[src/rtl/core/tcw_pkg.sv]
// tcw_pkg: shared types and constants of the threshold crossing width core
// no dependencies; compiled first

package tcw_pkg;

	// configuration port
	localparam int CFG_IDX_W  = 1;
	localparam int CFG_DATA_W = 16;

	typedef logic [CFG_IDX_W-1:0]  cfg_idx_t;
	typedef logic [CFG_DATA_W-1:0] cfg_data_t;

	// register indexes
	localparam cfg_idx_t CFG_THRESHOLD  = 1'd0;
	localparam cfg_idx_t CFG_DEPTH_MODE = 1'd1;

	localparam cfg_data_t THRESHOLD_RESET = 16'd32768;

	// crossing counter
	typedef logic [1:0] count_t;

	localparam count_t COUNT_MAX    = 2'd3;
	localparam count_t EDGES_NEEDED = 2'd2;

endpackage

[src/rtl/core/tcw_if.sv]
// tcw_if: valid/ready channels of the threshold crossing width core
// tcw_in_if carries one profile sample, tcw_out_if one width result

interface tcw_in_if #(
	parameter int POSITION_BITS = 32,
	parameter int DOSE_BITS     = 16
);
	logic                            valid;
	logic                            ready;
	logic signed [POSITION_BITS-1:0] sample_position;
	logic        [DOSE_BITS-1:0]     sample_dose;
	logic                            is_last;

	modport source (output valid, sample_position, sample_dose, is_last, input ready);
	modport sink   (input valid, sample_position, sample_dose, is_last, output ready);
endinterface

interface tcw_out_if #(
	parameter int POSITION_BITS = 32
);
	logic                            valid;
	logic                            ready;
	logic                            width_valid;
	logic signed [POSITION_BITS-1:0] first_edge;
	logic signed [POSITION_BITS-1:0] second_edge;
	logic        [1:0]               crossings_seen;

	modport source (output valid, width_valid, first_edge, second_edge, crossings_seen,
		input ready);
	modport sink   (input valid, width_valid, first_edge, second_edge, crossings_seen,
		output ready);
endinterface

[src/rtl/core/threshold_crossing_width_core.sv]
// threshold_crossing_width_core: width of a profile at a threshold dose level
// uses tcw_pkg, tcw_in_if, tcw_out_if and the serial unit tcw_interp
//
// Usage
//   sample channel: one profile sample per item (position, dose, is_last).
//   result channel: one item per profile, sent after the sample with is_last.
//   config port: cfg_we/cfg_idx/cfg_wdata, threshold_level and
//   depth_profile_mode; write only while no profile sample is in flight.
// Timing
//   one sample at a time. A sample with no crossing passes from accept
//   through the evaluate state back to ready. A crossing runs the bit-serial
//   interpolation unit: DOSE_BITS multiply steps plus POSITION_BITS divide steps.
//   The result register loads in the emit state, which follows the last sample's
//   evaluation or interpolation, once the register is free.
// Reset
//   threshold 32768, depth mode off, profile state and result valid flag clear.
// Stall
//   the result register holds its item until taken; samples keep flowing and
//   only the next last sample waits for the register to empty.

module threshold_crossing_width_core #(
	parameter int POSITION_BITS = 32,
	parameter int DOSE_BITS     = 16
) (
	input  logic               clk,
	input  logic               arst_n,
	tcw_in_if.sink             sample,
	tcw_out_if.source          result,
	input  logic               cfg_we,
	input  tcw_pkg::cfg_idx_t  cfg_idx,
	input  tcw_pkg::cfg_data_t cfg_wdata
);
	import tcw_pkg::*;

	localparam logic [1:0] ST_IDLE = 2'd0;
	localparam logic [1:0] ST_EVAL = 2'd1;
	localparam logic [1:0] ST_CALC = 2'd2;
	localparam logic [1:0] ST_EMIT = 2'd3;

	logic [1:0] state_q;

	// configuration
	cfg_data_t thr_q;
	logic      depth_q;

	always_ff @(posedge clk or negedge arst_n) begin
		if (!arst_n) begin
			thr_q   <= THRESHOLD_RESET;
			depth_q <= 1'b0;
		end else if (cfg_we) begin
			case (cfg_idx)
				CFG_THRESHOLD:  thr_q   <= cfg_wdata;
				CFG_DEPTH_MODE: depth_q <= cfg_wdata[0];
				default:        thr_q   <= thr_q;
			endcase
		end
	end

	// threshold at dose width
	logic [DOSE_BITS+CFG_DATA_W-1:0] thr_ext;
	logic [DOSE_BITS-1:0]            thr;

	assign thr_ext = {{DOSE_BITS{1'b0}}, thr_q};
	assign thr     = thr_ext[DOSE_BITS-1:0];

	// captured sample
	logic signed [POSITION_BITS-1:0] x2_q;
	logic        [DOSE_BITS-1:0]     d2_q;
	logic                            last_q;

	always_ff @(posedge clk) begin
		if (sample.valid && sample.ready) begin
			x2_q   <= sample.sample_position;
			d2_q   <= sample.sample_dose;
			last_q <= sample.is_last;
		end
	end

	// profile state
	logic signed [POSITION_BITS-1:0] prev_pos_q;
	logic        [DOSE_BITS-1:0]     prev_dose_q;
	logic                            have_prev_q;
	count_t                          count_q;
	logic        [POSITION_BITS-1:0] edge1_q;
	logic        [POSITION_BITS-1:0] edge2_q;

	// crossing detection and interpolation operands
	logic                     cur_hi;
	logic                     prev_hi;
	logic                     rise;
	logic                     fall;
	logic                     step_neg;
	logic [POSITION_BITS-1:0] step_mag;
	logic [DOSE_BITS-1:0]     op_mul;
	logic [DOSE_BITS-1:0]     op_dvs;
	logic                     op_sub;
	logic [POSITION_BITS-1:0] op_base;
	logic                     unit_start;
	logic                     unit_done;
	logic [POSITION_BITS-1:0] unit_res;

	assign cur_hi   = d2_q >= thr;
	assign prev_hi  = prev_dose_q >= thr;
	assign rise     = have_prev_q && cur_hi && !prev_hi;
	assign fall     = have_prev_q && !cur_hi && prev_hi;
	assign step_neg = x2_q < prev_pos_q;
	assign step_mag = step_neg ? POSITION_BITS'(prev_pos_q - x2_q)
		: POSITION_BITS'(x2_q - prev_pos_q);
	assign op_mul   = rise ? thr - prev_dose_q : thr - d2_q;
	assign op_dvs   = rise ? d2_q - prev_dose_q : prev_dose_q - d2_q;
	assign op_sub   = rise ? step_neg : !step_neg;
	assign op_base  = rise ? prev_pos_q : x2_q;

	assign unit_start = (state_q == ST_EVAL) && (rise || fall);

	tcw_interp #(
		.POS_BITS  (POSITION_BITS),
		.DOSE_BITS (DOSE_BITS)
	) u_interp (
		.clk    (clk),
		.arst_n (arst_n),
		.start  (unit_start),
		.mag    (step_mag),
		.mul    (op_mul),
		.dvs    (op_dvs),
		.sub    (op_sub),
		.base   (op_base),
		.done   (unit_done),
		.res    (unit_res)
	);

	// result register
	logic                     res_valid_q;
	logic                     res_width_valid_q;
	logic [POSITION_BITS-1:0] res_first_q;
	logic [POSITION_BITS-1:0] res_second_q;
	count_t                   res_count_q;
	logic                     res_free;
	logic                     width_ok;

	assign res_free = !res_valid_q || result.ready;
	assign width_ok = !depth_q && (count_q == EDGES_NEEDED);

	// control and profile state
	always_ff @(posedge clk or negedge arst_n) begin
		if (!arst_n) begin
			state_q     <= ST_IDLE;
			prev_pos_q  <= '0;
			prev_dose_q <= '0;
			have_prev_q <= 1'b0;
			count_q     <= '0;
			edge1_q     <= '0;
			edge2_q     <= '0;
			res_valid_q <= 1'b0;
		end else begin
			// result flag: set on emit, cleared when taken
			if (state_q == ST_EMIT && res_free) begin
				res_valid_q <= 1'b1;
			end else if (result.ready) begin
				res_valid_q <= 1'b0;
			end
			case (state_q)
				ST_IDLE: begin
					if (sample.valid) begin
						state_q <= ST_EVAL;
					end
				end
				ST_EVAL: begin
					prev_pos_q  <= x2_q;
					prev_dose_q <= d2_q;
					have_prev_q <= 1'b1;
					if (rise || fall) begin
						state_q <= ST_CALC;
					end else if (last_q) begin
						state_q <= ST_EMIT;
					end else begin
						state_q <= ST_IDLE;
					end
				end
				ST_CALC: begin
					if (unit_done) begin
						if (count_q == 2'd0) begin
							edge1_q <= unit_res;
						end
						if (count_q == 2'd1) begin
							edge2_q <= unit_res;
						end
						if (count_q != COUNT_MAX) begin
							count_q <= count_q + 1'b1;
						end
						state_q <= last_q ? ST_EMIT : ST_IDLE;
					end
				end
				ST_EMIT: begin
					if (res_free) begin
						prev_pos_q  <= '0;
						prev_dose_q <= '0;
						have_prev_q <= 1'b0;
						count_q     <= '0;
						edge1_q     <= '0;
						edge2_q     <= '0;
						state_q     <= ST_IDLE;
					end
				end
				default: begin
					state_q <= ST_IDLE;
				end
			endcase
		end
	end

	// result payload
	always_ff @(posedge clk) begin
		if (state_q == ST_EMIT && res_free) begin
			res_width_valid_q <= width_ok;
			res_first_q       <= width_ok ? edge1_q : '0;
			res_second_q      <= width_ok ? edge2_q : '0;
			res_count_q       <= depth_q ? 2'd0 : count_q;
		end
	end

	assign sample.ready          = (state_q == ST_IDLE);
	assign result.valid          = res_valid_q;
	assign result.width_valid    = res_width_valid_q;
	assign result.first_edge     = res_first_q;
	assign result.second_edge    = res_second_q;
	assign result.crossings_seen = res_count_q;

endmodule

[src/rtl/core/tcw_interp.sv]
// tcw_interp: bit-serial interpolation unit, res = base -/+ floor(mag * mul / dvs)
// shift-add multiply, then restoring divide, both one bit per cycle; uses tcw_pkg

module tcw_interp #(
	parameter int POS_BITS  = 32,
	parameter int DOSE_BITS = 16
) (
	input  logic                clk,
	input  logic                arst_n,
	input  logic                start,
	input  logic [POS_BITS-1:0] mag,
	input  logic [DOSE_BITS-1:0] mul,
	input  logic [DOSE_BITS-1:0] dvs,
	input  logic                sub,
	input  logic [POS_BITS-1:0] base,
	output logic                done,
	output logic [POS_BITS-1:0] res
);
	import tcw_pkg::*;

	localparam int PW        = POS_BITS + DOSE_BITS;
	localparam int STEPS_MAX = (POS_BITS > DOSE_BITS) ? POS_BITS : DOSE_BITS;
	localparam int CNT_W     = $clog2(STEPS_MAX);

	localparam logic [1:0] PH_IDLE = 2'd0;
	localparam logic [1:0] PH_MUL  = 2'd1;
	localparam logic [1:0] PH_DIV  = 2'd2;
	localparam logic [1:0] PH_FIN  = 2'd3;

	logic [1:0]           phase_q;
	logic [CNT_W-1:0]     cnt_q;
	logic [PW-1:0]        prod_q;
	logic [POS_BITS-1:0]  mag_q;
	logic [DOSE_BITS-1:0] dvs_q;
	logic                 sub_q;
	logic [POS_BITS-1:0]  base_q;
	logic [POS_BITS-1:0]  res_q;
	logic                 done_q;

	// multiply step: add mag when the low multiplier bit is set, shift right
	logic [POS_BITS-1:0]  mul_addend;
	logic [POS_BITS:0]    mul_sum;
	logic [PW-1:0]        mul_next;

	assign mul_addend = prod_q[0] ? mag_q : '0;
	assign mul_sum    = {1'b0, prod_q[PW-1:DOSE_BITS]} + {1'b0, mul_addend};
	assign mul_next   = {mul_sum, prod_q[DOSE_BITS-1:1]};

	// divide step: remainder in the top bits, quotient shifts in at the bottom
	logic [DOSE_BITS:0]   div_trial;
	logic [DOSE_BITS:0]   div_diff;
	logic                 div_ge;
	logic [DOSE_BITS-1:0] div_rem;
	logic [PW-1:0]        div_next;

	assign div_trial = {prod_q[PW-1:POS_BITS], prod_q[POS_BITS-1]};
	assign div_diff  = div_trial - {1'b0, dvs_q};
	assign div_ge    = ~div_diff[DOSE_BITS];
	assign div_rem   = div_ge ? div_diff[DOSE_BITS-1:0] : div_trial[DOSE_BITS-1:0];
	assign div_next  = {div_rem, prod_q[POS_BITS-2:0], div_ge};

	// sequencer
	always_ff @(posedge clk or negedge arst_n) begin
		if (!arst_n) begin
			phase_q <= PH_IDLE;
			cnt_q   <= '0;
			done_q  <= 1'b0;
		end else begin
			done_q <= 1'b0;
			case (phase_q)
				PH_IDLE: begin
					if (start) begin
						phase_q <= PH_MUL;
						cnt_q   <= '0;
					end
				end
				PH_MUL: begin
					if (cnt_q == CNT_W'(DOSE_BITS - 1)) begin
						phase_q <= PH_DIV;
						cnt_q   <= '0;
					end else begin
						cnt_q <= cnt_q + 1'b1;
					end
				end
				PH_DIV: begin
					if (cnt_q == CNT_W'(POS_BITS - 1)) begin
						phase_q <= PH_FIN;
						cnt_q   <= '0;
					end else begin
						cnt_q <= cnt_q + 1'b1;
					end
				end
				PH_FIN: begin
					phase_q <= PH_IDLE;
					done_q  <= 1'b1;
				end
				default: begin
					phase_q <= PH_IDLE;
				end
			endcase
		end
	end

	// datapath
	always_ff @(posedge clk) begin
		case (phase_q)
			PH_IDLE: begin
				if (start) begin
					prod_q <= {{POS_BITS{1'b0}}, mul};
					mag_q  <= mag;
					dvs_q  <= dvs;
					sub_q  <= sub;
					base_q <= base;
				end
			end
			PH_MUL: begin
				prod_q <= mul_next;
			end
			PH_DIV: begin
				prod_q <= div_next;
			end
			PH_FIN: begin
				res_q <= sub_q ? base_q - prod_q[POS_BITS-1:0]
					: base_q + prod_q[POS_BITS-1:0];
			end
			default: begin
				prod_q <= prod_q;
			end
		endcase
	end

	assign done = done_q;
	assign res  = res_q;

endmodule

[src/flat_wrapper.sv]
// flat-port wrapper written by rule: the top's interface ports become plain ports
module threshold_crossing_width_core_flat import tcw_pkg::*;
#(
	parameter int POSITION_BITS = 32,
	parameter int DOSE_BITS     = 16
)
  (clk, arst_n, cfg_we, cfg_idx, cfg_wdata, sample_valid, sample_sample_position, sample_sample_dose, sample_is_last, sample_ready, result_valid, result_width_valid, result_first_edge, result_second_edge, result_crossings_seen, result_ready);
  tcw_in_if #(.POSITION_BITS(POSITION_BITS), .DOSE_BITS(DOSE_BITS)) sample_i ();
  tcw_out_if #(.POSITION_BITS(POSITION_BITS)) result_i ();
  input  logic clk;
  input  logic arst_n;
  input  logic cfg_we;
  input  tcw_pkg::cfg_idx_t cfg_idx;
  input  tcw_pkg::cfg_data_t cfg_wdata;
  input wire logic [$bits(sample_i.valid)-1:0] sample_valid;
  input wire logic [$bits(sample_i.sample_position)-1:0] sample_sample_position;
  input wire logic [$bits(sample_i.sample_dose)-1:0] sample_sample_dose;
  input wire logic [$bits(sample_i.is_last)-1:0] sample_is_last;
  output wire logic [$bits(sample_i.ready)-1:0] sample_ready;
  output wire logic [$bits(result_i.valid)-1:0] result_valid;
  output wire logic [$bits(result_i.width_valid)-1:0] result_width_valid;
  output wire logic [$bits(result_i.first_edge)-1:0] result_first_edge;
  output wire logic [$bits(result_i.second_edge)-1:0] result_second_edge;
  output wire logic [$bits(result_i.crossings_seen)-1:0] result_crossings_seen;
  input wire logic [$bits(result_i.ready)-1:0] result_ready;
  assign sample_i.valid = sample_valid;
  assign sample_i.sample_position = sample_sample_position;
  assign sample_i.sample_dose = sample_sample_dose;
  assign sample_i.is_last = sample_is_last;
  assign sample_ready = sample_i.ready;
  assign result_valid = result_i.valid;
  assign result_width_valid = result_i.width_valid;
  assign result_first_edge = result_i.first_edge;
  assign result_second_edge = result_i.second_edge;
  assign result_crossings_seen = result_i.crossings_seen;
  assign result_i.ready = result_ready;
  threshold_crossing_width_core #(.POSITION_BITS(POSITION_BITS), .DOSE_BITS(DOSE_BITS)) u_core (.clk(clk), .arst_n(arst_n), .sample(sample_i), .result(result_i), .cfg_we(cfg_we), .cfg_idx(cfg_idx), .cfg_wdata(cfg_wdata));
endmodule
[config.mk]
export PLATFORM = sky130hd
export DESIGN_NAME = threshold_crossing_width_core_flat
export DESIGN_NICKNAME = d
export VERILOG_FILES = /design/src/rtl/core/tcw_pkg.sv /design/src/rtl/core/tcw_if.sv /design/src/rtl/core/threshold_crossing_width_core.sv /design/src/rtl/core/tcw_interp.sv /design/src/flat_wrapper.sv
export SDC_FILE = /design/constraint.sdc
export NUM_CORES = 1
export LEC_CHECK = 0
export BUFFER_PORTS_ARGS = -buffer_cell sky130_fd_sc_hd__buf_2
export CAP_MARGIN = 20
export CORE_MARGIN = 5
export CORE_UTILIZATION = 55
export CTS_CLUSTER_SIZE = 20
export DETAILED_ROUTE_END_ITERATION = 8
export PLACE_DENSITY = 0.78
export REMOVE_ABC_BUFFERS = 1
export SETUP_SLACK_MARGIN = 0.3
export SYNTH_ARGS = -nofsm -noshare
export SYNTH_HDL_FRONTEND = slang
export SYNTH_HIERARCHICAL = 1
export SYNTH_SLANG_ARGS = --single-unit
[constraint.sdc]
create_clock -name clk -period 6 [get_ports clk]
set_clock_uncertainty 0.1 [all_clocks]
set_input_delay 1.2 -clock clk [delete_from_list [all_inputs] [get_ports clk]]
set_output_delay 1.2 -clock clk [all_outputs]
set_load 0.02 [all_outputs]
After elaboration in Yosys (flattened, before gate mapping)
Index checks and enable logic that the tools add are counted.
- $add $sub $neg: 12
- magnitude comparators: 3
- equality and inequality tests: 20
- multiplexer cells: 42
- bitwise logic cells: 2
- reduce and logical (&&, ||, !) cells: 32
- operators by type and width (kind ; number):
    32-bit two-way mux ; 9
    32-bit one-hot mux with 2 select lines ; 3
    48-bit one-hot mux with 3 select lines ; 1
    32-bit subtractor ; 3
    16-bit two-way mux ; 4
    16-bit subtractor ; 4
    48-bit two-way mux ; 1
    32-bit by 32-bit adder with 33-bit output ; 1
    32-bit adder ; 1
    16-bit >= comparator ; 2
    32-bit < comparator ; 1
    16-bit one-hot mux with 2 select lines ; 1
    2-bit two-way mux ; 10
    17-bit by 16-bit subtractor with 17-bit output ; 1
    2-bit one-hot mux with 4 select lines ; 2
    5-bit two-way mux ; 3
    5-bit one-hot mux with 3 select lines ; 1
    2-bit != test, second input constant ; 6
    4-bit AND reduction ; 3
    2-bit == test, second input constant ; 5
    2-bit AND reduction ; 5
    1-bit logical AND ; 8
    2-bit by 1-bit != test with 1-bit output, second input constant ; 4
    2-bit by 1-bit == test with 1-bit output, second input constant ; 3
    14 further kinds ; 29
- register bits after elaboration: 420
- input bits: 71
- logic and storage cells: 137

Logic depth before layout (Yosys ltp)
Gate-level depths: netlist (run 1).
- word-level depth: 8
- gate-level depth with buffers: 20
- depth with buffers taken out: 19

Cells and area by module
Netlist (run 1), hierarchy kept.
- modules (own cells, without submodules) (module ; instances ; cells each ; area an instance (um^2) ; sequential area each (um^2)):
    threshold_crossing_width_core ; 1 ; 1619 ; 15678.8 ; 6862.8
    tcw_interp ; 1 ; 1084 ; 11150.7 ; 5034.8

Worst setup path after synthesis (run 1)
No wires, ideal clock.
- path type: input-to-reg
- from: input result_ready
- to: register u_core.res_count_q[0] (netlist: u_core/result.crossings_seen[0]), enable pin
- library setup time: 0.495 ns
- data arrival time: 4.126 ns
- required time: 5.405 ns
- slack: 1.279 ns
- stages: 2
- path through: nor2b_1 -> nor2_1
- word-level cells in the longest chain between the ends: 2
- ends and longest elaborated chain (what ; line ; RTL):
    start, declared ; flat_wrapper.sv:25 ; input wire logic [$bits(result_i.ready)-1:0] result_ready;
    1-bit logical OR ; threshold_crossing_width_core.sv:141 ; assign res_free = !res_valid_q || result.ready;
    1-bit logical AND ; threshold_crossing_width_core.sv:214 ; if (state_q == ST_EMIT && res_free) begin
    end signal, assigned ; threshold_crossing_width_core.sv:218 ; res_count_q <= depth_q ? 2'd0 : count_q;
    end, declared ; threshold_crossing_width_core.sv:137 ; count_t res_count_q;
No other way between the ends.
A chain may end at the register's enable or synchronous reset.

Final worst setup path (run 1)
- from: register u_core.u_interp.prod_q[0]
- to: register u_core.u_interp.res_q[31] (netlist: u_core/u_interp/res[31]), data pin
- word-level cells in the longest chain between the ends: 2
- elaborated cells on any way between the ends: 3
- those cells by class: add/sub: 2; mux: 1
- ends and longest elaborated chain (what ; line ; RTL):
    start, declared ; tcw_interp.sv:32 ; logic [PW-1:0] prod_q;
    start signal, assigned ; tcw_interp.sv:109 ; prod_q <= {{POS_BITS{1'b0}}, mul};
    start signal, assigned ; tcw_interp.sv:117 ; prod_q <= mul_next;
    start signal, assigned ; tcw_interp.sv:120 ; prod_q <= div_next;
    32-bit adder or 32-bit subtractor (tied branches) ; tcw_interp.sv:124, tcw_interp.sv:123 ;
    32-bit two-way mux * ; tcw_interp.sv:123 ; res_q <= sub_q ? base_q - prod_q[POS_BITS-1:0]
    end signal, assigned ; tcw_interp.sv:123 ;
    end, declared ; tcw_interp.sv:37 ; logic [POS_BITS-1:0] res_q;
Mark *: on every way between the ends. The rest lies on a longest branch, timed or not.

==> results of run 1 <==
==> power breakdown <==
group | internal [mW] | switching, mW | total, mW | leakage, nW
Combinational | 3.86 | 6.05 | 9.91 | 7.58
Clock | 1.82 | 1.19 | 3.01 | 0.786
Sequential | 4.60 | 0.724 | 5.32 | 4.42
==> synth_stat cells, types with 50 or more instances <==
cell type                  count  area share, %
sky130_fd_sc_hd__o21ai_0     198            3.7
sky130_fd_sc_hd__dfrtp_1     142             13
sky130_fd_sc_hd__and2_1      108            2.5
sky130_fd_sc_hd__edfxtp_1    277             31
sky130_fd_sc_hd__nand2_1     243            3.4
sky130_fd_sc_hd__inv_1       174            2.4
sky130_fd_sc_hd__xor2_1       55            1.8
sky130_fd_sc_hd__a21oi_1     216            4.0
sky130_fd_sc_hd__a22o_1       50            1.6
sky130_fd_sc_hd__nor2_1      152            2.1
sky130_fd_sc_hd__a21o_1       75            2.1
sky130_fd_sc_hd__ha_1        217             10
sky130_fd_sc_hd__xnor2_1     106            3.5
sky130_fd_sc_hd__clkbuf_1     75            1.0
==> sequential cells by signal, summed over array words and instances, names as in the netlist, 32 cells and up <==
signal	cells
u_core/u_interp/base_q	32
u_core/result.second_edge	32
u_core/edge2_q	32
u_core/prev_pos_q	32
u_core/edge1_q	32
u_core/u_interp/prod_q	48
u_core/u_interp/res	32
u_core/x2_q	32
u_core/u_interp/mag_q	32
u_core/result.first_edge	32
==> cells in the final DEF, fill, tap and decap left out, types with 9 or more instances in the layout <==
cell type,instances
sky130_fd_sc_hd__a211oi_1,22
sky130_fd_sc_hd__a21o_1,75
sky130_fd_sc_hd__a21oi_1,216
sky130_fd_sc_hd__a22o_1,50
sky130_fd_sc_hd__a22oi_1,30
sky130_fd_sc_hd__a31oi_1,29
sky130_fd_sc_hd__and2_1,106
sky130_fd_sc_hd__and3_1,22
sky130_fd_sc_hd__buf_2,138
sky130_fd_sc_hd__buf_4,21
sky130_fd_sc_hd__clkbuf_1,9
sky130_fd_sc_hd__clkbuf_16,50
sky130_fd_sc_hd__dfrtp_1,142
sky130_fd_sc_hd__edfxtp_1,277
sky130_fd_sc_hd__fa_1,9
sky130_fd_sc_hd__ha_1,217
sky130_fd_sc_hd__inv_1,174
sky130_fd_sc_hd__mux2_2,17
sky130_fd_sc_hd__mux2i_1,35
sky130_fd_sc_hd__nand2_1,243
sky130_fd_sc_hd__nand2b_1,30
sky130_fd_sc_hd__nand3_1,31
sky130_fd_sc_hd__nand4_1,12
sky130_fd_sc_hd__nor2_1,151
sky130_fd_sc_hd__nor2b_1,40
sky130_fd_sc_hd__nor3_1,34
sky130_fd_sc_hd__o211ai_1,15
sky130_fd_sc_hd__o21a_1,23
sky130_fd_sc_hd__o21ai_0,198
sky130_fd_sc_hd__o21ai_1,21
sky130_fd_sc_hd__o21bai_1,15
sky130_fd_sc_hd__o22ai_1,12
sky130_fd_sc_hd__o31ai_1,12
sky130_fd_sc_hd__or3_1,16
sky130_fd_sc_hd__xnor2_1,106
sky130_fd_sc_hd__xor2_1,55
==> worst max-delay path, stage by stage, from the launching register on <==
cell	delay [ps]
sky130_fd_sc_hd__edfxtp_1	350
sky130_fd_sc_hd__buf_4	240
sky130_fd_sc_hd__inv_1	100
sky130_fd_sc_hd__ha_1	160
sky130_fd_sc_hd__nand2b_1	70
sky130_fd_sc_hd__or4_1	410
sky130_fd_sc_hd__nor2_1	230
sky130_fd_sc_hd__and2_1	240
sky130_fd_sc_hd__nand2_1	90
sky130_fd_sc_hd__nor2_1	300
sky130_fd_sc_hd__nor2_1	90
sky130_fd_sc_hd__xnor2_1	140
sky130_fd_sc_hd__ha_1	400
sky130_fd_sc_hd__nand2_1	130
sky130_fd_sc_hd__nor2_1	160
sky130_fd_sc_hd__nand4_1	120
sky130_fd_sc_hd__o31a_1	330
sky130_fd_sc_hd__a211oi_1	440
sky130_fd_sc_hd__o211a_1	240
sky130_fd_sc_hd__nor3_1	50
==> metrics by stage <==
stage / power (mW) / setup WS, ps / instance area, um2 / instances / hold WS [ps]
global route: 19.56 / 849.0 / 29670 / 3454 / 367.0
floorplan: 12.54 / 452.8 / 26290 / 2584 / 341.8
global placement: 14.85 / 1490 / 28000 / 3367 / 354.0
CTS: 18.22 / 1370 / 29610 / 3452 / 348.3
finish: 18.24 / 1361 / 29670 / 3454 / 360.7
detailed placement: 15.12 / 1399 / 28000 / 3367 / 362.9
==> worst max-delay path by stage <==
stage                                    startpoint                         to  slack [ps]  depth (start not counted)
after floorplan               u_core/prev_dose_q[0]  u_core/u_interp/dvs_q[14]         450                         12
after global placement    u_core/u_interp/prod_q[0]    u_core/u_interp/res[31]        1490                         19
after detailed placement  u_core/u_interp/prod_q[0]    u_core/u_interp/res[31]        1400                         19
after CTS                 u_core/u_interp/prod_q[0]    u_core/u_interp/res[31]        1370                         19
after global routing      u_core/u_interp/prod_q[0]    u_core/u_interp/res[31]         850                         19
final                     u_core/u_interp/prod_q[0]    u_core/u_interp/res[31]        1360                         19
==> routing by layer <==
metal  track usage (%)  wire length [um]  vias up
met1             31.92             28810     9805
met3             2.669              2821      113
met2             41.19             31690      543
li1                  -                 -     9946
met4             8.618              2314        0
met5                 0                 0        -
==> area by class of cell <==
type	count	share of cell area, %
clock buffers	62	4.470
clock inverters	23	0.9616
inverters	174	2.202
multi-input cells	1990	46.49
flip-flops and latches	420	40.10
well taps	622	2.623
repair buffers	163	3.150
==> cell families after synthesis <==
kind of cell	share of synthesized area [%]
AO/OA/AOI/OAI	19.74
AND/OR/NAND/NOR	13.39
flip-flops	44.35
buffers and inverters	4.463
adder cells (fa/ha/maj)	10.79
XOR/XNOR	5.256
multiplexers	2.019
==> results, run 1 <==
- The total congestion overflow is 0.
- For this run, the top clock speed supported by timing is about 220 MHz.
- The average detailed-routed wire length per instance is 19.00 um.
- Sequential elements use around 44% of the synthesized area.
- The remaining antenna violation count after routing is 0.
- The sink count of the clock tree is 420.
- For this design the ratio of total power to cell area is approximately 600 mW/mm2.
- From left edge to right edge, the die measures between 200 and 250 um.
- Measured along the y axis, the die boundary spans approximately 230 um.
- The first TritonRoute pass finished after 8 iterations.
- Compared with the post-synthesis result, the final layout area differs by 10.58%.
- For this design, the CTS-stage hold fixing added 0 buffers.
- The total detailed-routing wirelength is 65.63 mm.
- The number of warnings printed during yosys synthesis is 6.
- The number of enable-type register cells in the synthesized netlist is around 280.
- The worst-case IR drop observed on VDD is roughly 0.00033 V.
- The number of H-tree levels is 2.
- Post-CTS repair changed the size of 0 cells.
- The starting density of the core is 55.15%.
- The via total after detailed routing is ~20000.
- The congestion estimate from routability-driven global placement came to ~0.94.
- TritonCTS built the clock tree.
- Once the clock tree was built, the setup fixing pass inserted 0 buffers.
- The first routing iteration left approximately 1500 violations.
- The gate count of the mapped netlist is 2703.
- The antenna diode count is 0.
- The layout cell share with drive strength beyond 1 is between 10 and 15%.
- The clock latency on the worst-skew pair is about 600 ps.
- The transition at the pin with the smallest max-transition slack is ~920 ps.
- The register area is about 0.012 mm2.
- The startpoint type of the worst setup path is a register.
- The tool flagged a number of max-cap violations equal to 0.
- The routed design could run at a clock period as short as approximately 4600 ps.
- The dominant register cell in the synthesized netlist is sky130_fd_sc_hd__edfxtp_1.
- The via-per-instance ratio is 5.908.
- The kind of path behind the tightest hold check is in2async.
- The number of global-route vias before repair came to between 20000 and 25000.
- The utilization after layout is 60.99%.
- The post-DP HPWL is between 40 and 50 mm.
- The number of antenna violations at the first check in global routing is 0.
- Setup violations remaining at the end of the flow were counted as 0.
- The first global-routing pass estimated ~110 mm of wire.
- The critical path data required time is a little over 6000 ps.
- The count of final hold-check violations is 0.
- In this run the critical register-to-register path is captured at u_core/u_interp/res[31].
- The synthesized netlist contains between 90 and 100 unique library cells.
- The post-detailed-route DRC marker count is 0.
- In this run the count of I/O pins placed on the die edge is 140.
- The worst setup path is captured at a register.
- The average cell area after synthesis is 9.926 um2.
- The leakage dissipation is approximately 13 nW.
- The total count of max-transition violations in the final report is 0.
- The core box area is a little under 0.05 mm2.
- The buffer cell driving the clock tree root is sky130_fd_sc_hd__clkbuf_16.
- The worst flop-to-flop path startpoint is u_core/u_interp/prod_q[0].
- Counting the fill cells in the layout gives between 4000 and 5000.
- The reg-to-reg setup timing slack is about 1400 ps.
- The flow ran to the end, and the final reports show no timing, DRC or antenna violations.
- The die covers around 0.053 mm2.
- For the worst flop-to-flop path, the logic depth is 19.
- The clock passes through at most 3 buffers.
- The kind of critical path is reg2reg.
- Entering global routing, the biggest net connects between 80 and 90 pins.
- The number of buffers added on ports is 139.
- The setup TNS is 0 ps.
- The multi-input combinational cells in the finished layout cover a total of between 0.01 and 0.015 mm2.
- The register bit total from synthesis is 420.
- The clock-pin slew of the registers on the worst-case setup and hold paths is around 60 ps.
- Global routing used between 20% and 30% of the available tracks across all layers.
- The worst pin sits at a relative slew slack of 38.58%.
- The post-route clock period utilization is approximately 77%.
- Counting the buffers created by CTS gives 46.
- The row count is 81.
- The number of nets at the end of the flow is between 3000 and 4000.
- Setup repair after global routing left no endpoint under its margin.
- For the worst setup path, the data arrival time is 4860 ps.
- The fraction of registers with async set or reset after synthesis is between 30% and 40%.
- The netlist area before placement is roughly 0.027 mm2.
- The largest fanout on the critical path is 36.
Note: power is estimated with default switching activity, not from simulation.
==> run 2, diff against run 1 <==
PLACE_DENSITY = 0.81   (was 0.78)
clock period = 4.2 ns   (was 6 ns; I/O delays follow)
==> run 2 against run 1 <==
Compared with the run above: fmax up 17%; die area unchanged; register-to-register slack worse by 1100 ps; sequential share of layout area down 1.1 points; final cell count up 1.4%; critical path depth unchanged; wire length up 3.9%; critical path type unchanged; largest cell class unchanged.
==> results, run 2 (same netlist as run 1, synthesis figures left out) <==
- The utilization after layout is 62.63% (was 60.99%).
- The arrival time of data at the critical path endpoint is 4190 ps (was 4860 ps).
- The maximum number of pins on one net before global-route repair came to 73 (was 82).
- The number of global-route vias before repair came to 20481 (was 20261).
- The remaining antenna violation count after routing is 0 (unchanged).
- The hold slack came to 327.3 ps (was 360.7 ps).
- The register with the most flip-flops is u_core/u_interp/prod_q (unchanged).
- The clock latency on the worst-skew pair is 590 ps (was 600 ps).
- The overall power was 27.18 mW (was 18.24 mW).
- The via total after detailed routing is 20989 (was 20407).
- The biggest cell delay along the critical path was 440 ps (about the same).
- The area overhead of the layout relative to synthesis is 13.57% (was 10.58%).
- Setup repair after global routing missed its margin: yes (was no).
- The kind of path behind the tightest hold check is in2reg (was in2async).
- The CTS tree is done (unchanged).
- The number of buffers added on ports is 139 (unchanged).
- The largest fanout on the critical path is 5 (was 36).
- The critical path data required time is 4430 ps (was 6220 ps).
- The worst IR drop on VDD is 0.0004481 V (was 0.0003350 V).
- The final instance count without filler cells is 3504 (was 3454).
- The total congestion overflow is 0 (unchanged).
- The kind of end point of the critical path is a register (unchanged).
- The maximum achievable frequency is 252.3 MHz (was 215.6 MHz).
- The final instance area is 0.03047 mm2 (was 0.02967 mm2).
- The placement-stage cell area came to 0.02827 mm2 (was 0.02800 mm2).
- The count of final hold-check violations is 0 (unchanged).
- Run status: completed (unchanged).
- The row count is 81 (unchanged).
- The total count of max-transition violations in the final report was 0 (unchanged).
- The sink count of the clock tree is 420 (unchanged).
- The layout cell share with drive strength beyond 1 is 14.02% (was 10.88%).
- The die height is 230.9 um (unchanged).
- The startpoint type of the worst setup path is a register (unchanged).
- The first-iteration detailed-routing DRC count is 1653 (was 1544).
- The maximum clock path buffer count was 3 (unchanged).
- The leading cell type in the layout, fill and taps excluded is sky130_fd_sc_hd__edfxtp_1 (unchanged).
- The clock buffer count from CTS came to 46 (unchanged).
- The post-placement cell count is 3390 (was 3367).
- The area of the die came to 0.05330 mm2 (unchanged).
- The post-DP HPWL is 50.40 mm (was 48.78 mm).
- The via-per-instance ratio came to 5.990 (was 5.908).
- The clock-pin slew of the registers on the worst-case setup and hold paths was 60 ps (about the same).
- The post-detailed-route DRC marker count is 0 (unchanged).
- Most frequent cells in the layout: 277 x sky130_fd_sc_hd__edfxtp_1, 241 x sky130_fd_sc_hd__nand2_1, 213 x sky130_fd_sc_hd__ha_1 (was 277 x sky130_fd_sc_hd__edfxtp_1, 243 x sky130_fd_sc_hd__nand2_1, 217 x sky130_fd_sc_hd__ha_1).
- The average detailed-routed wire length per instance is 19.46 um (was 19.00 um).
- The buffer cell driving the clock tree root was sky130_fd_sc_hd__clkbuf_16 (unchanged).
- The number of H-tree levels is 2 (unchanged).
- The overall track demand over capacity in global routing came to 24.87% (was 24.07%).
- The power density over cell area was 892.1 mW/mm2 (was 614.8 mW/mm2).
- The clock period minus worst slack is 3964 ps (was 4639 ps).
- The transition at the pin with the smallest max-transition slack is 1030 ps (was 921.3 ps).
- The number of antenna violations at the first check in global routing came to 2 (was 0).
- The boundary pin count is 140 (unchanged).
- The chip width is 230.9 um (unchanged).
- The critical-path cell with the highest stage delay is sky130_fd_sc_hd__or4_4 (was sky130_fd_sc_hd__a211oi_1).
- The final weighted congestion in routability-driven placement was 0.9814 (was 0.9403).
- The number of max-cap violations came to 0 (unchanged).
- The post-route clock period utilization is 94.37% (was 77.31%).
- The leakage dissipation was 13.15 nW (was 12.79 nW).
- The starting density of the core was 55.15% (unchanged).
- The worst relative slew slack is 31.35% (was 38.58%).
- Ordered list of cells on the worst path: inv_1, ha_2, nand2b_1, or4_4, nor2_4, and2_4, nand2_4, nor2_1, nor2_1, xnor2_1, ha_2, a21o_1, a21oi_2, o21bai_1, a21o_1, a211oi_2, o21bai_2, o2111a_1, a311o_1 (was buf_4, inv_1, ha_1, nand2b_1, or4_1, nor2_1, and2_1, nand2_1, nor2_1, nor2_1, xnor2_1, ha_1, nand2_1, nor2_1, nand4_1, o31a_1, a211oi_1, o211a_1, nor3_1).
- The core box area is 0.04865 mm2 (unchanged).
- The first-pass GRT wire length was 108.5 mm (was 105.4 mm).
- The final number of setup-violating endpoints is 0 (unchanged).
- The total detailed-routing wirelength is 68.18 mm (was 65.63 mm).
- The number of nets at the end of the flow is 3140 (was 3092).
- The kind of critical path is reg2reg (unchanged).
- The flip-flop count of the largest register, all copies and words added is 48 (unchanged).
- The first-pass detailed-route iteration total was 5 (was 8).
run 2: worst max-delay path, delay by kind of cell (launching register included):
kind | cells | cell delay [ps]
AO/OA/AOI/OAI | 8 | 1500
XOR/XNOR | 1 | 130
adder cells (fa/ha/maj) | 2 | 400
buffers and inverters | 1 | 100
flip-flops | 1 | 420
AND/OR/NAND/NOR | 7 | 1050
run 2: worst paths after layout:
check / end / from / slack [ps] / cells after the start
worst max-delay path: u_core/u_interp/res[30] / u_core/u_interp/prod_q[1] / 240 / 19
worst min-delay path: u_core/x2_q[31] / sample_sample_position[31] / 330 / 1
worst max register to register: u_core/u_interp/res[30] / u_core/u_interp/prod_q[1] / 240 / 19
worst min register to register: u_core/edge2_q[23] / u_core/edge2_q[23] / 370 / 2
max in group asynchronous: u_core/edge2_q[0] / arst_n / 2490 / 3
min in group asynchronous: u_core/prev_pos_q[24] / arst_n / 580 / 2
run 2: power breakdown:
group | total (mW) | switching (mW) | leakage (nW) | internal (mW)
Clock | 4.53 | 1.72 | 0.833 | 2.82
Sequential | 7.59 | 1.03 | 4.42 | 6.56
Combinational | 15.1 | 9.04 | 7.89 | 6.02
run 2: through the flow:
step                setup TNS, ps  worst slack (ps)
global route                    0             71.90
floorplan                 -162280             -1347
detailed placement              0             96.43
CTS                             0             234.5
finish                          0             236.3
global placement                0             197.3
run 2: timing repair:
item | 4_1_cts | 5_1_grt
hold endpoints to repair | 7 | 0
endpoints found under the setup margin | 92 | 132
hold buffers | 1 | 0
resized for setup | 15 | 55
pin swaps | 4 | 21
setup buffers | 2 | 23
gates cloned | 0 | 1
run 2: routing by layer:
layer | routed length, um | GRT usage (%)
met5 | 13 | 0
met4 | 2447 | 8.340
met3 | 3703 | 3.960
met2 | 33380 | 42.31
met1 | 28630 | 32.70
run 2: cell type report:
type	instances	area, um2
fill	3888	18180
multi-input combinational	1991	14080
sequential	420	11900
timing repair buffer	210	1341
clock buffer	61	1309
tap	622	778.2
inverter	174	653.1
clock inverter	25	406.6
antenna	1	2.502
==> run 3, diff against run 2 <==
PLACE_DENSITY = 0.78   (was 0.81)
clock period = 4.49 ns   (was 4.2 ns; I/O delays follow)
==> run 3 against run 2 <==
Compared with the run above: power fell by 10%; non-clock buffer count fell by 39; via count fell by 2.7%; largest cell class unchanged; sequential share of layout area rose by 0.89 points; worst setup slack improved by 180 ps; global-route usage fell by 1.3 points; combinational power fell by 11%; die area did not move; clock power fell by 15%.
==> results, run 3 (same netlist as run 1, synthesis figures left out) <==
- Run status: completed (unchanged).
- The arrival time of data at the critical path endpoint is 4300 ps (was 4190 ps).
- The core box area is 0.04865 mm2 (unchanged).
- The die height is 230.9 um (unchanged).
- The hold slack was 321.7 ps (was 327.3 ps).
- The worst IR drop on VDD is 0.0003900 V (was 0.0004481 V).
- The starting density of the core is 55.15% (unchanged).
- The total detailed-routing wirelength was 64.80 mm (was 68.18 mm).
- Setup repair after global routing missed its margin: yes (unchanged).
- The row count was 81 (unchanged).
- The post-DP HPWL came to 48.41 mm (was 50.40 mm).
- The leading cell type in the layout, fill and taps excluded is sky130_fd_sc_hd__edfxtp_1 (unchanged).
- The kind of end point of the critical path is a register (unchanged).
- The CTS tree is done (unchanged).
- The number of global-route vias before repair is 19818 (was 20481).
- Ordered list of cells on the worst path: inv_1, ha_1, nand2b_1, or4_4, nor2_4, and2_4, nand2_1, nor2_2, a21oi_1, xnor2_1, ha_2, a21o_1, a211oi_4, nand2_1, o21ai_2, a211oi_2, o31ai_1, nor3_1 (was inv_1, ha_2, nand2b_1, or4_4, nor2_4, and2_4, nand2_4, nor2_1, nor2_1, xnor2_1, ha_2, a21o_1, a21oi_2, o21bai_1, a21o_1, a211oi_2, o21bai_2, o2111a_1, a311o_1).
- The leakage dissipation was 12.82 nW (was 13.15 nW).
- The transition at the pin with the smallest max-transition slack is 914.6 ps (was 1030 ps).
- The setup TNS came to 0 ps (unchanged).
- The area overhead of the layout relative to synthesis is 11.03% (was 13.57%).
- The maximum number of pins on one net before global-route repair is 89 (was 73).
- The kind of critical path is reg2reg (unchanged).
- The biggest cell delay along the critical path is 460 ps (was 440 ps).
- The sink count of the clock tree is 420 (unchanged).
- The power density over cell area is 817.8 mW/mm2 (was 892.1 mW/mm2).
- The maximum clock path buffer count is 3 (unchanged).
- The number of antenna violations at the first check in global routing was 0 (was 2).
- The average detailed-routed wire length per instance is 18.72 um (was 19.46 um).
- The kind of path behind the tightest hold check is in2async (was in2reg).
- The clock-pin slew of the registers on the worst-case setup and hold paths is 60 ps (about the same).
- The critical-path cell with the highest stage delay is sky130_fd_sc_hd__edfxtp_1 (was sky130_fd_sc_hd__or4_4).
- The detailed-routed wire length on met3 is 3.179 mm (was 3.703 mm).
- The post-detailed-route DRC marker count is 0 (unchanged).
- The number of max-cap violations is 0 (unchanged).
- The antenna diode count is 0 (was 1).
- The overall track demand over capacity in global routing came to 23.55% (was 24.87%).
- The chip width came to 230.9 um (unchanged).
- The number of H-tree levels is 2 (unchanged).
- Most frequent cells in the layout: 277 x sky130_fd_sc_hd__edfxtp_1, 242 x sky130_fd_sc_hd__nand2_1, 215 x sky130_fd_sc_hd__ha_1 (was 277 x sky130_fd_sc_hd__edfxtp_1, 241 x sky130_fd_sc_hd__nand2_1, 213 x sky130_fd_sc_hd__ha_1).
- The boundary pin count was 140 (unchanged).
- The startpoint type of the worst setup path was a register (unchanged).
- The cell with the most instances on the worst path is sky130_fd_sc_hd__nand2_1.
- The final weighted congestion in routability-driven placement is 0.9394 (was 0.9814).
- The total count of max-transition violations in the final report is 0 (unchanged).
- The routed length on met1 is 28.14 mm (was 28.63 mm).
- The number of buffers added on ports is 139 (unchanged).
- The final instance count without filler cells is 3461 (was 3504).
- The clock period minus worst slack is 4069 ps (was 3964 ps).
- The layout cell share with drive strength beyond 1 is 11.69% (was 14.02%).
- The top metal layer carrying routed signals was met4 (was met5).
- The least setup slack across all paths after layout was 420.7 ps (was 236.3 ps).
- The count of final hold-check violations came to 0 (unchanged).
- The first-pass detailed-route iteration total was 7 (was 5).
- The maximum achievable frequency is 245.7 MHz (was 252.3 MHz).
- The setup slack after placement is 114.4 ps (was 96.43 ps).
- The post-route clock period utilization came to 90.63% (was 94.37%).
- The register with the most flip-flops was u_core/u_interp/prod_q (unchanged).
- The flip-flop count of the largest register, all copies and words added is 48 (unchanged).
- The first-iteration detailed-routing DRC count came to 1565 (was 1653).
- The total congestion overflow is 0 (unchanged).
- The clock latency on the worst-skew pair came to 590 ps (about the same).
- The worst relative slew slack was 39.03% (was 31.35%).
- The met2 wire length came to 31.38 mm (was 33.38 mm).
- The buffer cell driving the clock tree root was sky130_fd_sc_hd__clkbuf_16 (unchanged).
- The count of cells along the worst register-to-register path is 18 (was 19).
- The critical path data required time is 4720 ps (was 4430 ps).
- The via total after detailed routing is 20424 (was 20989).
- The area of the die is 0.05330 mm2 (unchanged).
- The final number of setup-violating endpoints is 0 (unchanged).
- The post-placement cell count is 3373 (was 3390).
- The via-per-instance ratio is 5.901 (was 5.990).
- The first-pass GRT wire length is 103.0 mm (was 108.5 mm).
- The largest fanout on the critical path is 8 (was 5).
- The number of nets at the end of the flow came to 3100 (was 3140).
- The hold buffer count at cts is 0 (was 1).
- The clock buffer count from CTS is 46 (unchanged).
- The remaining antenna violation count after routing is 0 (unchanged).
## run 3: changes by cell type in the layout (fill, tap and decap cells not counted), moves of 3 or more
cell and delta:
sky130_fd_sc_hd__a21oi_1 +5, sky130_fd_sc_hd__a21oi_2 -4, sky130_fd_sc_hd__buf_4 -36, sky130_fd_sc_hd__bufinv_16 -7, sky130_fd_sc_hd__clkbuf_1 +5, sky130_fd_sc_hd__clkbuf_16 +4
sky130_fd_sc_hd__clkbuf_8 -6, sky130_fd_sc_hd__inv_6 +4, sky130_fd_sc_hd__o21ai_0 +7, sky130_fd_sc_hd__o21ai_1 -3, sky130_fd_sc_hd__o21ai_2 -4
## run 3: layout make-up
class | instances | area [um2]
Fill cell | 4031 | 18860
Inverter | 174 | 653.1
Tap cell | 622 | 778.2
Multi-Input combinational cell | 1990 | 13890
Sequential cell | 420 | 11900
Clock inverter | 20 | 207.7
Clock buffer | 64 | 1345
Timing Repair Buffer | 171 | 1021
## run 3: repair_timing
action | 4_1_cts | 5_1_grt
setup buffers | 0 | 4
endpoints found under the setup margin | 92 | 139
pin swaps | 0 | 11
gates resized for setup | 2 | 24
## run 3: path summary, 6_finish.rpt
check	start	to	slack, ps
setup reg to reg	u_core/u_interp/prod_q[1]	u_core/u_interp/res[31]	420
hold / removal	arst_n	u_core/prev_dose_q[9]	320
min in group clk	u_core/edge2_q[13]	u_core/edge2_q[13]	370
hold reg to reg	u_core/edge2_q[13]	u_core/edge2_q[13]	370
setup / recovery	u_core/u_interp/prod_q[1]	u_core/u_interp/res[31]	420
max in group asynchronous	arst_n	u_core/edge1_q[7]	3140
## run 3: power by group
part	switching, mW	internal (mW)	total, mW
clock network	1.57	2.28	3.86
registers	0.946	6.14	7.09
logic	8.12	5.30	13.4
## run 3: layer usage
metal	vias up	track usage, %
met2	519	40.39
li1	9961	-
met4	0	7.485
met5	-	0
met1	9830	30.97
met3	114	3.542
## run 3: metrics by stage
stage,power [mW],util [%],area (um2)
6_report,24.36,61.24,29790
5_1_grt,26.14,61.24,29790
4_1_cts,24.25,60.99,29670
3_5_place_dp,20.25,57.78,28110
3_3_place_gp,19.87,57.78,28110
2_1_floorplan,16.75,-,26290
## run 3: worst max-delay path, delay by kind of cell (launching register included)
family	cells	cell delay, ps
buf+inv	1	90
compound gates	6	1180
xor+xnor	1	170
simple gates	8	1310
fa+ha+maj	2	520
flops	1	460
